--- src/hw/rtl/cartridge_bank_mapper_assert.svh ---
// ----------------------------------------------------------------------------
// Cartridge bank mapper assertion macros
// Shared property templates for the mapper's concurrent checks. Each macro
// expects signals named clk and rst_n in the scope where it is used.
// ----------------------------------------------------------------------------
`ifndef CARTRIDGE_BANK_MAPPER_ASSERT_SVH
`define CARTRIDGE_BANK_MAPPER_ASSERT_SVH

// Consequent must hold in the same cycle as the antecedent.
`define CBM_ASSERT_SAME(label, ante, cons, msg) \
  label: assert property (@(posedge clk) disable iff (!rst_n) (ante) |-> (cons)) \
    else $error(msg);

// Consequent must hold in the cycle after the antecedent.
`define CBM_ASSERT_NEXT(label, ante, cons, msg) \
  label: assert property (@(posedge clk) disable iff (!rst_n) (ante) |=> (cons)) \
    else $error(msg);

`endif

--- src/hw/rtl/cbm_pkg.sv ---
// ----------------------------------------------------------------------------
// Cartridge bank mapper package
// Word types, register addresses, operation codes and the bank reload
// function shared by the mapper logic.
// ----------------------------------------------------------------------------
package cbm_pkg;

  localparam int PATTERN_SLOTS = 8;
  localparam int PROGRAM_SLOTS = 4;

  // Operation codes of an input word.
  localparam logic [1:0] OP_WRITE = 2'd0;
  localparam logic [1:0] OP_CHR   = 2'd1;
  localparam logic [1:0] OP_PRG   = 2'd2;

  // Mapper register addresses in CPU space.
  localparam logic [15:0] ADDR_CHR2K_0 = 16'h7EF0;
  localparam logic [15:0] ADDR_CHR2K_1 = 16'h7EF1;
  localparam logic [15:0] ADDR_CHR1K_0 = 16'h7EF2;
  localparam logic [15:0] ADDR_CHR1K_1 = 16'h7EF3;
  localparam logic [15:0] ADDR_CHR1K_2 = 16'h7EF4;
  localparam logic [15:0] ADDR_CHR1K_3 = 16'h7EF5;
  localparam logic [15:0] ADDR_CTRL    = 16'h7EF6;
  localparam logic [15:0] ADDR_PRG_0   = 16'h7EFA;
  localparam logic [15:0] ADDR_PRG_1   = 16'h7EFB;
  localparam logic [15:0] ADDR_PRG_2   = 16'h7EFC;

  // Configuration register indexes.
  localparam logic CFG_CHR_UNITS = 1'b0;
  localparam logic CFG_PRG_UNITS = 1'b1;

  localparam logic [5:0] UNITS_RESET = 6'd16;

  typedef logic [7:0] chr_page_t;
  typedef logic [5:0] prg_page_t;
  typedef prg_page_t [PROGRAM_SLOTS-1:0] prg_pages_t;

  typedef struct packed {
    logic [1:0]  operation;
    logic [15:0] address;
    logic [7:0]  write_data;
  } in_word_t;

  typedef struct packed {
    logic [18:0] rom_address;
    logic        mirror_vertical;
    logic        accepted;
  } out_word_t;

  // Program pages after a reload: first two pages, then the last two.
  function automatic prg_pages_t reload_program_pages(input logic [5:0] units);
    logic [6:0] count;
    prg_pages_t pages;
    count    = {units, 1'b0};
    pages[0] = '0;
    pages[1] = (count >= 7'd2) ? 6'd1 : 6'd0;
    pages[2] = (count >= 7'd2) ? 6'(count - 7'd2) : 6'd0;
    pages[3] = (count != 7'd0) ? 6'(count - 7'd1) : 6'd0;
    return pages;
  endfunction

endpackage

--- src/hw/rtl/cartridge_bank_mapper.sv ---
// ----------------------------------------------------------------------------
// Cartridge bank mapper
// Translates pattern and program addresses to ROM byte addresses and takes
// bank register writes, reducing page numbers modulo the ROM page count.
// ----------------------------------------------------------------------------
// Path: a translate word goes from the held-word register through the finish
// state into the output register; a register write first runs its page number
// through an 8-step shift-subtract remainder unit, one bit per cycle.
// Flow: one word in flight; the next is taken once the current word has moved
// into the output register, which waits while a held result is stalled.
// Reset (synchronous, rst_n low): both size registers return to 16 and the
// bank state is reloaded; the APB port writes reload the bank state as well.
module cartridge_bank_mapper
  import cbm_pkg::*;
(
  input  logic       clk,
  input  logic       rst_n,
  // Input word channel
  input  logic       in_valid,
  output logic       in_stall,
  input  in_word_t   in_data,
  // Result word channel
  output logic       out_valid,
  input  logic       out_stall,
  output out_word_t  out_data,
  // Configuration port
  input  logic       psel,
  input  logic       penable,
  input  logic       pwrite,
  input  logic [2:0] paddr,
  input  logic [31:0] pwdata,
  output logic [31:0] prdata,
  output logic       pready
);

  typedef enum logic [1:0] {
    ST_IDLE,
    ST_DIVIDE,
    ST_FINISH
  } state_t;

  // Control and configuration.
  state_t     state_r, state_nxt;
  logic [2:0] cnt_r, cnt_nxt;
  logic [5:0] chr_units_r, chr_units_nxt;
  logic [5:0] prg_units_r, prg_units_nxt;

  // Bank state.
  chr_page_t  pat_page_r [PATTERN_SLOTS];
  chr_page_t  pat_page_nxt [PATTERN_SLOTS];
  prg_pages_t prg_page_r, prg_page_nxt;
  logic       swap_r, swap_nxt;
  logic       mirror_r, mirror_nxt;

  // Word held while it is worked on.
  in_word_t   item_r, item_nxt;

  // Remainder unit: dividend shifts out MSB first into the partial remainder.
  logic [7:0] dvd_r, dvd_nxt;
  logic [8:0] div_r, div_nxt;
  logic [8:0] rem_r, rem_nxt;
  logic [9:0] trial;
  logic       trial_ge;

  // Output register.
  logic       out_valid_r, out_valid_nxt;
  out_word_t  out_data_r, out_data_nxt;

  logic       in_fire;
  logic       cfg_wr;
  logic       finish;
  logic       is_prg_reg;
  logic [7:0] page_val;
  logic [2:0] slot_2k;
  logic [2:0] slot_1k;
  logic       hit;
  logic [18:0] rom_addr;

  assign in_stall  = (state_r != ST_IDLE);
  assign in_fire   = in_valid && !in_stall;
  assign cfg_wr    = psel && penable && pwrite && pready;
  assign pready    = 1'b1;
  assign out_valid = out_valid_r;
  assign out_data  = out_data_r;
  assign prdata    = (paddr[2] == CFG_PRG_UNITS) ? {26'd0, prg_units_r}
                                                 : {26'd0, chr_units_r};

  // A word leaves the unit once the output register is free or being drained.
  assign finish = (state_r == ST_FINISH) && (!out_valid_r || !out_stall);

  // Program bank registers use the program page count as the modulus.
  assign is_prg_reg = (in_data.address == ADDR_PRG_0) ||
                      (in_data.address == ADDR_PRG_1) ||
                      (in_data.address == ADDR_PRG_2);

  assign trial    = {rem_r, dvd_r[7]};
  assign trial_ge = (trial >= {1'b0, div_r});

  // A zero page count forces the reduced page number to zero.
  assign page_val = (div_r == 9'd0) ? 8'd0 : rem_r[7:0];

  assign slot_2k = (swap_r ? 3'd4 : 3'd0) +
                   ((item_r.address == ADDR_CHR2K_1) ? 3'd2 : 3'd0);
  assign slot_1k = (swap_r ? 3'd0 : 3'd4) + {1'b0, 2'(item_r.address - ADDR_CHR1K_0)};

  always_comb begin
    state_nxt     = state_r;
    cnt_nxt       = cnt_r;
    chr_units_nxt = chr_units_r;
    prg_units_nxt = prg_units_r;
    pat_page_nxt  = pat_page_r;
    prg_page_nxt  = prg_page_r;
    swap_nxt      = swap_r;
    mirror_nxt    = mirror_r;
    item_nxt      = item_r;
    dvd_nxt       = dvd_r;
    div_nxt       = div_r;
    rem_nxt       = rem_r;
    out_valid_nxt = out_valid_r && out_stall;
    out_data_nxt  = out_data_r;
    hit           = 1'b0;
    rom_addr      = '0;

    unique case (state_r)
      ST_IDLE: begin
        if (in_fire) begin
          item_nxt = in_data;
          cnt_nxt  = 3'd7;
          rem_nxt  = '0;
          if (is_prg_reg) begin
            dvd_nxt = {2'b00, in_data.write_data[7:2]};
            div_nxt = {2'b00, prg_units_r, 1'b0};
          end else if (in_data.address == ADDR_CHR2K_0 ||
                       in_data.address == ADDR_CHR2K_1) begin
            dvd_nxt = {in_data.write_data[7:1], 1'b0};
            div_nxt = {chr_units_r, 3'b000};
          end else begin
            dvd_nxt = in_data.write_data;
            div_nxt = {chr_units_r, 3'b000};
          end
          state_nxt = (in_data.operation == OP_WRITE) ? ST_DIVIDE : ST_FINISH;
        end
      end
      ST_DIVIDE: begin
        rem_nxt = trial_ge ? 9'(trial - {1'b0, div_r}) : trial[8:0];
        dvd_nxt = {dvd_r[6:0], 1'b0};
        cnt_nxt = cnt_r - 3'd1;
        if (cnt_r == 3'd0) begin
          state_nxt = ST_FINISH;
        end
      end
      ST_FINISH: begin
        if (finish) begin
          unique case (item_r.operation)
            OP_WRITE: begin
              unique case (item_r.address)
                ADDR_CHR2K_0, ADDR_CHR2K_1: begin
                  pat_page_nxt[slot_2k]        = page_val;
                  pat_page_nxt[slot_2k + 3'd1] = page_val + 8'd1;
                  hit = 1'b1;
                end
                ADDR_CHR1K_0, ADDR_CHR1K_1, ADDR_CHR1K_2, ADDR_CHR1K_3: begin
                  pat_page_nxt[slot_1k] = page_val;
                  hit = 1'b1;
                end
                ADDR_CTRL: begin
                  swap_nxt   = item_r.write_data[1];
                  mirror_nxt = item_r.write_data[0];
                  hit = 1'b1;
                end
                ADDR_PRG_0, ADDR_PRG_1, ADDR_PRG_2: begin
                  prg_page_nxt[2'(item_r.address - ADDR_PRG_0)] = page_val[5:0];
                  hit = 1'b1;
                end
                default: hit = 1'b0;
              endcase
            end
            OP_CHR: begin
              if (item_r.address < 16'h2000) begin
                rom_addr = {1'b0, pat_page_r[item_r.address[12:10]],
                            item_r.address[9:0]};
                hit = 1'b1;
              end
            end
            OP_PRG: begin
              if (item_r.address[15]) begin
                rom_addr = {prg_page_r[item_r.address[14:13]], item_r.address[12:0]};
                hit = 1'b1;
              end
            end
            default: hit = 1'b0;
          endcase
          out_valid_nxt                = 1'b1;
          out_data_nxt.rom_address     = rom_addr;
          out_data_nxt.mirror_vertical = mirror_nxt;
          out_data_nxt.accepted        = hit;
          state_nxt                    = ST_IDLE;
        end
      end
      default: state_nxt = ST_IDLE;
    endcase

    // A size register write stores the value and reloads all bank state.
    if (cfg_wr) begin
      if (paddr[2] == CFG_PRG_UNITS) begin
        prg_units_nxt = pwdata[5:0];
        prg_page_nxt  = reload_program_pages(pwdata[5:0]);
      end else begin
        chr_units_nxt = pwdata[5:0];
        prg_page_nxt  = reload_program_pages(prg_units_r);
      end
      for (int i = 0; i < PATTERN_SLOTS; i++) begin
        pat_page_nxt[i] = chr_page_t'(i);
      end
      swap_nxt   = 1'b0;
      mirror_nxt = 1'b1;
    end
  end

  always_ff @(posedge clk) begin
    if (!rst_n) begin
      state_r     <= ST_IDLE;
      cnt_r       <= '0;
      chr_units_r <= UNITS_RESET;
      prg_units_r <= UNITS_RESET;
      for (int i = 0; i < PATTERN_SLOTS; i++) begin
        pat_page_r[i] <= chr_page_t'(i);
      end
      prg_page_r  <= reload_program_pages(UNITS_RESET);
      swap_r      <= 1'b0;
      mirror_r    <= 1'b1;
      out_valid_r <= 1'b0;
    end else begin
      state_r     <= state_nxt;
      cnt_r       <= cnt_nxt;
      chr_units_r <= chr_units_nxt;
      prg_units_r <= prg_units_nxt;
      pat_page_r  <= pat_page_nxt;
      prg_page_r  <= prg_page_nxt;
      swap_r      <= swap_nxt;
      mirror_r    <= mirror_nxt;
      out_valid_r <= out_valid_nxt;
    end
    item_r     <= item_nxt;
    dvd_r      <= dvd_nxt;
    div_r      <= div_nxt;
    rem_r      <= rem_nxt;
    out_data_r <= out_data_nxt;
  end

  `include "cartridge_bank_mapper_assert.svh"

  `CBM_ASSERT_NEXT(a_busy_after_accept, in_fire, in_stall,
    "mapper took a word but did not go busy")
  `CBM_ASSERT_SAME(a_reject_zero_addr, out_valid_r && !out_data_r.accepted,
    out_data_r.rom_address == 19'd0, "rejected word carries a ROM address")
  `CBM_ASSERT_SAME(a_load_from_finish, $rose(out_valid_r),
    $past(state_r == ST_FINISH), "result appeared without a finishing word")
  `CBM_ASSERT_NEXT(a_mirror_stable, !finish && !cfg_wr, $stable(mirror_r),
    "mirroring changed without a write")

endmodule

--- config.mk ---
export PLATFORM = sky130hd
export DESIGN_NAME = cartridge_bank_mapper
export DESIGN_NICKNAME = d
export VERILOG_FILES = /design/src/hw/rtl/cbm_pkg.sv /design/src/hw/rtl/cartridge_bank_mapper.sv
export VERILOG_INCLUDE_DIRS = /design/src /design/src/hw/rtl
export SDC_FILE = /design/constraint.sdc
export NUM_CORES = 1
export LEC_CHECK = 0
export ABC_AREA = 1
export ABC_CLOCK_PERIOD_IN_PS = 2490
export BUFFER_PORTS_ARGS = -buffer_cell sky130_fd_sc_hd__clkbuf_2
export CAP_MARGIN = 20
export CORE_MARGIN = 3
export CORE_UTILIZATION = 55
export CTS_CLUSTER_DIAMETER = 80
export DETAILED_ROUTE_END_ITERATION = 10
export MAX_ROUTING_LAYER = met4
export PLACE_DENSITY = 0.77
export SYNTH_ARGS = -nofsm -noshare
export SYNTH_HDL_FRONTEND = slang
export SYNTH_SLANG_ARGS = --single-unit
--- constraint.sdc ---
create_clock -name clk -period 2.49 [get_ports clk]
set_clock_uncertainty 0.1 [all_clocks]
set_input_delay 0.249 -clock clk [delete_from_list [all_inputs] [get_ports clk]]
set_output_delay 0.249 -clock clk [all_outputs]
set_load 0.02 [all_outputs]
==> flow_summary.ini, run 1 <==
[run_status]
status = finished, final reports clean

[critical_path]
critPathMostFrequentCell = nand2_1
critical-path-top-delay-family = simple AND/OR/NAND/NOR gates
crit_buf_inv = 4
critPathKind = flip-flop to flip-flop
cp_cell_sequence = inv_1 -> nand2_1 -> nor2_2 -> inv_1 -> nor2_4 -> nand3_1 -> inv_2 -> nand2_1 -> inv_1 -> nand2_1 -> nand2_1 -> nor2_1
critPathLaunchType = flip-flop
path_max_fanout = 11
r2r_slack_ns = 0.15
cp_slowest_cell = edfxtp_1
critical_path_arrival_ns = 2.58
worstPathRequired_ns = 2.73
max_stage_delay_ns = 0.43
crit_path_end_kind = flip-flop

[synth]
ys_seq_elements = 174
synth_area_per_cell_um2 = 7.398
syn_area_mm2 = 0.009469
synth_top_flop_cell = dfxtp_1
synth.distinct_cells = 46
synthArstFlopShare_pct = 0
synth_edf_count = 66
seq_area_frac_synth_pct = 43.76
synthCells = 1280
yosys_warnings = 0

[place]
gp_congestion = 0.9765
dp_hpwl_um = 18570
dp_cells = 1564
dpl-instance-area_mm2 = 0.01012
port_buffers = 68

[final_layout]
fillers = 1436
fin_area_mm2 = 0.01100
stdcell_count = 1622
syn_to_final_growth_pct = 16.19
fin_util_pct = 65.88
drive_gt1_share_pct = 13.06
layout.nets = 1478

[route]
drc = 0
ant_nets = 0
viasPerCell = 5.547
drt-initial-drc-count = 825
avgRoutedWirePerCell_um = 16.00
finalWirelength_um = 25950
vias = 8997
dr.pass1.iters = 8

[timing]
hold_viol_final = 0
slew_violations = 0
finalSetupViolCount = 0
tightest_slew_ns = 0.7227
finalCritPeriodShare_pct = 94.07
setup-tns-final_ns = 0
period_minus_slack_ns = 2.342
slew_headroom_pct = 51.64
rsz0062_at_grt = false
fmax_ghz = 0.4269

[global_routing]
grt_overflow_total = 0
antenna_found_initial = 1
grt.total_usage_pct = 29.18
grt_start_max_net_pins = 51
grt_pass1_vias = 8416
grt_pass1_wl_um = 41650

[power]
cellPowerDensity_mw_per_mm2 = 652.5
leakage_nw = 4.885
ir_drop_mv = 0.6046
clock_power_share_pct = 39.7
switching_share_pct = 28.84
p_switching_mw = 2.070
combPwrFrac_pct = 16.3
total_power_mw = 7.179
pwr-share-seq_pct = 44.0
p_int_mw = 5.109

[floorplan]
dieHeight_um = 137.2
core_mm2 = 0.01670
dieArea_mm2 = 0.01883
io_pins = 124
initial_core_util_pct = 56.70
rows = 47
die_x_um = 137.2

[clocking]
cts_tree = built
clockBufferDepth = 2
cts.clk_slew.worst_paths_ns = 0.07
clkSinkCount = 174
htree_levels = 4
cts_buffers = 17
clockRootBuffer = clkbuf_16
worstSkewPairLatency_ns = 0.45

[worst_hold_path]
hp-class = input pin to flip-flop

[run]
max-cap-violations = 0
==> cell usage after synthesis, types with 3 or more instances <==
cell type,n,share of area (%)
o21ai_1,3,0.16
nor2_4,4,0.48
o221ai_1,6,0.55
nand2_1,266,11
xor2_1,7,0.65
nor2_2,4,0.26
inv_1,113,4.5
dfxtp_1,108,23
buf_1,5,0.20
edfxtp_1,66,21
ha_1,21,2.8
nand3_1,115,6.1
o21ai_2,3,0.28
xnor2_1,4,0.37
nand2_2,6,0.40
nor2_1,201,8.0
clkbuf_1,30,1.2
a31oi_1,6,0.40
buf_4,36,2.9
nand4_1,12,0.79
o22ai_1,16,1.1
a21oi_1,107,5.7
inv_2,4,0.16
buf_2,4,0.21
o211ai_1,10,0.79
nor3_1,8,0.42
o21ai_0,89,4.7
==> worst min-delay path, stage by stage <==
cell	delay, ns
clkbuf_2	0.09
nand3_1	0.07
nand2_1	0.05
==> final cells by class <==
| class | count | area (um2) | area share [%] |
|---|---|---|---|
| Sequential cell | 174 | 4144 | 37.67 |
| Antenna cell | 1 | 2.502 | 0.02275 |
| Clock inverter | 11 | 140.1 | 1.274 |
| Clock buffer | 21 | 486.7 | 4.424 |
| Timing Repair Buffer | 141 | 970.9 | 8.825 |
| Tap cell | 220 | 275.3 | 2.502 |
| Multi-Input combinational cell | 935 | 4536 | 41.23 |
| Inverter | 119 | 446.7 | 4.060 |
==> registers in the layout, summed over array words and instances (netlist names) <==
register     flops
chr_units_r      6
cnt_r            3
div_r            8
dvd_r            8
item_r          20
mirror_r         1
out_data        21
out_valid        1
pat_page_r      64
prg_page_r      24
prg_units_r      6
rem_r            9
state_r          2
swap_r           1
==> metrics by stage <==
stage          hold slack (ns)  worst slack (ns)
4_1_cts               0.005237            0.1245
5_1_grt                0.02022           0.02863
6_report               0.02079            0.1475
3_3_place_gp            0.3343            0.1925
3_5_place_dp            0.3381            0.1406
2_1_floorplan           0.2479            0.1169
==> logic make-up after synthesis <==
| logic type | share of synthesized area (%) |
|---|---|
| AND/OR/NAND/NOR | 28.40 |
| AO/OA/AOI/OAI | 14.35 |
| buffers and inverters | 9.408 |
| flip-flops | 43.76 |
| adder cells (fa/ha/maj) | 2.986 |
| XOR/XNOR | 1.017 |
| other | 0.07931 |
==> power groups by stage <==
stage	Combinational [mW]	Sequential, mW	Clock, mW
global placement	1.09	3.22	0
finish	1.17	3.16	2.85
CTS	1.14	3.16	2.86
floorplan	0.720	3.24	0
detailed placement	1.10	3.22	0
global route	1.28	3.17	2.98
==> cells in the final DEF, fill, tap and decap left out, types with 7 or more instances in the layout <==
cell / instances
a21oi_1: 107
buf_4: 48
clkbuf_16: 19
clkbuf_2: 68
conb_1: 27
dfxtp_1: 108
dlygate4sd3_1: 23
edfxtp_1: 66
ha_1: 21
inv_1: 113
nand2_1: 264
nand2_2: 8
nand3_1: 115
nand4_1: 12
nor2_1: 200
nor3_1: 8
o211ai_1: 10
o21ai_0: 88
o22ai_1: 16
xor2_1: 7
==> path summary, 6_finish.rpt <==
kind | cells after the start | start | endpoint
max | 12 | item_r[23] | pat_page_r[19]
min | 3 | in_data[7] | dvd_r[7]
max reg2reg | 12 | item_r[23] | pat_page_r[19]
min reg2reg | 2 | prg_page_r[16] | prg_page_r[16]
==> routing by layer <==
metal	share of wire, %	global-route usage (%)	up-vias
met5	0	-	-
met4	3.6	12.36	0
met3	7.9	5.551	78
met2	47	46.35	395
met1	42	36.70	4114
li1	-	-	4410
==> what timing repair did <==
item | CTS | global route
gates resized for setup | 0 | 3
hold endpoints to repair | 25 | 0
setup endpoints to repair | 0 | 10
buffers inserted | 0 | 2
hold buffers | 23 | 0
Note: power is estimated with default switching activity, not from simulation.
==> inputs of run 2 (changes only) <==
- CELL_PAD_IN_SITES_DETAIL_PLACEMENT: unset -> 0
- CELL_PAD_IN_SITES_GLOBAL_PLACEMENT: unset -> 1
- CORE_UTILIZATION: 55 -> 43
- PLACE_DENSITY: 0.77 -> unset
- PLACE_DENSITY_LB_ADDON: unset -> 0.1
==> run 2 against run 1 <==
Global-route usage is 5.3 points lower. Critical path depth stayed put. Register-to-register slack worse by 0.02 ns. Non-clock buffer count is 7 lower. Routed wire length is 5.6% higher. Cell area hardly changed. First-iteration DRC count is 20% lower. Sequential cell count stayed put. Total power is 1.2% lower. Critical path type unchanged.
==> flow_summary.ini, run 2 (synthesis results as in run 1) <==
[run_status]
status = finished, final reports clean

[route]
drc = 0
ant_nets = 0
vias = 8542
finalWirelength_um = 27390
viasPerCell = 5.118
dr.pass1.iters = 5
avgRoutedWirePerCell_um = 16.41
drt-initial-drc-count = 663

[floorplan]
initial_core_util_pct = 44.35
die_x_um = 154.4
rows = 53
dieHeight_um = 154.4
dieArea_mm2 = 0.02384
core_mm2 = 0.02135
io_pins = 124

[critical_path]
critPathMostFrequentCell = nand2_1
path_max_fanout = 12
cp.depth = 12
r2r-end = pat_page_r[34]
cp_slowest_cell = edfxtp_1
critical_path_arrival_ns = 2.60
r2r_slack_ns = 0.13
critPathKind = flip-flop to flip-flop
crit_path_end_kind = flip-flop
r2r_start = item_r[23]
cp_cell_sequence = inv_1 -> nand2_1 -> nor2_2 -> inv_1 -> nor2_4 -> nand3_1 -> inv_2 -> nand2_1 -> inv_1 -> nand2_1 -> nand2_1 -> nor2_1
critical-path-top-delay-family = simple AND/OR/NAND/NOR gates
max_stage_delay_ns = 0.43
worstPathRequired_ns = 2.72
crit_buf_inv = 4
ff2ff_path_depth = 12
critPathLaunchType = flip-flop

[clocking]
worstSkewPairLatency_ns = 0.44
clkSinkCount = 174
cts.clk_slew.worst_paths_ns = 0.08
cts_tree = built
clockBufferDepth = 2
clockRootBuffer = clkbuf_16
htree_levels = 4
cts_buffers = 17

[power]
ir_drop_mv = 0.4394
total_power_mw = 7.096
leakage_nw = 4.840
cellPowerDensity_mw_per_mm2 = 644.5

[timing]
finalCritPeriodShare_pct = 94.87
setup-tns-final_ns = 0
fmax_ghz = 0.4233
tightest_slew_ns = 0.6639
holdWs_ns = 0.02553
slew_headroom_pct = 55.69
rsz0062_at_grt = true
timing.final.ws_setup_ns = 0.1276
finalSetupViolCount = 0
hold_viol_final = 0
period_minus_slack_ns = 2.362
slew_violations = 0

[place]
dp_hpwl_um = 20070
port_buffers = 68
gp_congestion = 0.8747
pre_cts_ws_ns = 0.1248
dpl-instance-area_mm2 = 0.01015
dp_cells = 1613

[global_routing]
grt_pass1_vias = 8217
grt.total_usage_pct = 23.88
grt_pass1_wl_um = 43850
grt_overflow_total = 0
grt_start_max_net_pins = 57
antenna_found_initial = 1

[run]
max-cap-violations = 0

[final_layout]
n_antenna_cell = 0
drive_gt1_share_pct = 12.63
layout.nets = 1471
fin_area_mm2 = 0.01101
stdcell_count = 1669
largest_reg_flops = 64
final_common_cell = nand2_1
regMostFlops = pat_page_r
final_cell_mix = 264 x nand2_1, 200 x nor2_1, 115 x nand3_1
fin_util_pct = 51.56
syn_to_final_growth_pct = 16.27

[worst_hold_path]
holdPathStages = 3
hold_path.startpoint = pwdata[2]
hp-class = input pin to flip-flop
min_to = chr_units_r[2]
==> run 2: cell types whose count changed in the layout (fill, tap and decap cells not counted), moves of 2 or more <==
cell	before	now
buf_4	48	40
clkinv_4	0	3
clkinv_8	0	3
inv_6	6	3
clkbuf_16	19	17
inv_8	2	4
==> run 2: final cells by class <==
cell class	count	area [um2]
timing repair buffer	134	920.9
clock buffer	17	425.4
sequential	174	4144
clock inverter	15	192.7
tap	275	344.1
inverter	119	446.7
multi-input combinational	935	4536
fill	2146	10340
==> run 2: how the worst max path moves through the flow <==
stage,start,end,slack [ns]
floorplan,state_r[1],div_r[1],0.12
global placement,rem_r[2],rem_r[7],0.15
detailed placement,div_r[3],rem_r[7],0.12
CTS,div_r[3],rem_r[7],0.12
global route,item_r[9],pat_page_r[17],-0.05
finish,item_r[23],pat_page_r[34],0.13
==> run 2: what timing repair did <==
item,4_1_cts,5_1_grt
endpoints found under the hold margin,26,0
hold buffers,24,0
endpoints found under the setup margin,0,17
buffers inserted,0,0
resized for setup,0,3
==> run 2: worst register-to-register path, delay by kind of cell (launching register included) <==
kind,cells,cell delay (ns)
DFF,1,0.43
buffers and inverters,4,0.62
and+or+nand+nor,8,1.09
==> run 2: routing by layer <==
metal / part of all wire (%) / track usage [%] / up-vias
met4: 1.7 / 6.434 / 0
met2: 48 / 38.56 / 191
met5: 0 / - / -
met3: 3.7 / 3.134 / 34
li1: - / - / 4389
met1: 46 / 31.84 / 3928
==> run 2: where the power goes <==
part | switching [mW] | internal (mW) | total [mW]
Sequential | 0.0729 | 3.09 | 3.17
Clock | 1.35 | 1.46 | 2.81
Combinational | 0.758 | 0.360 | 1.12
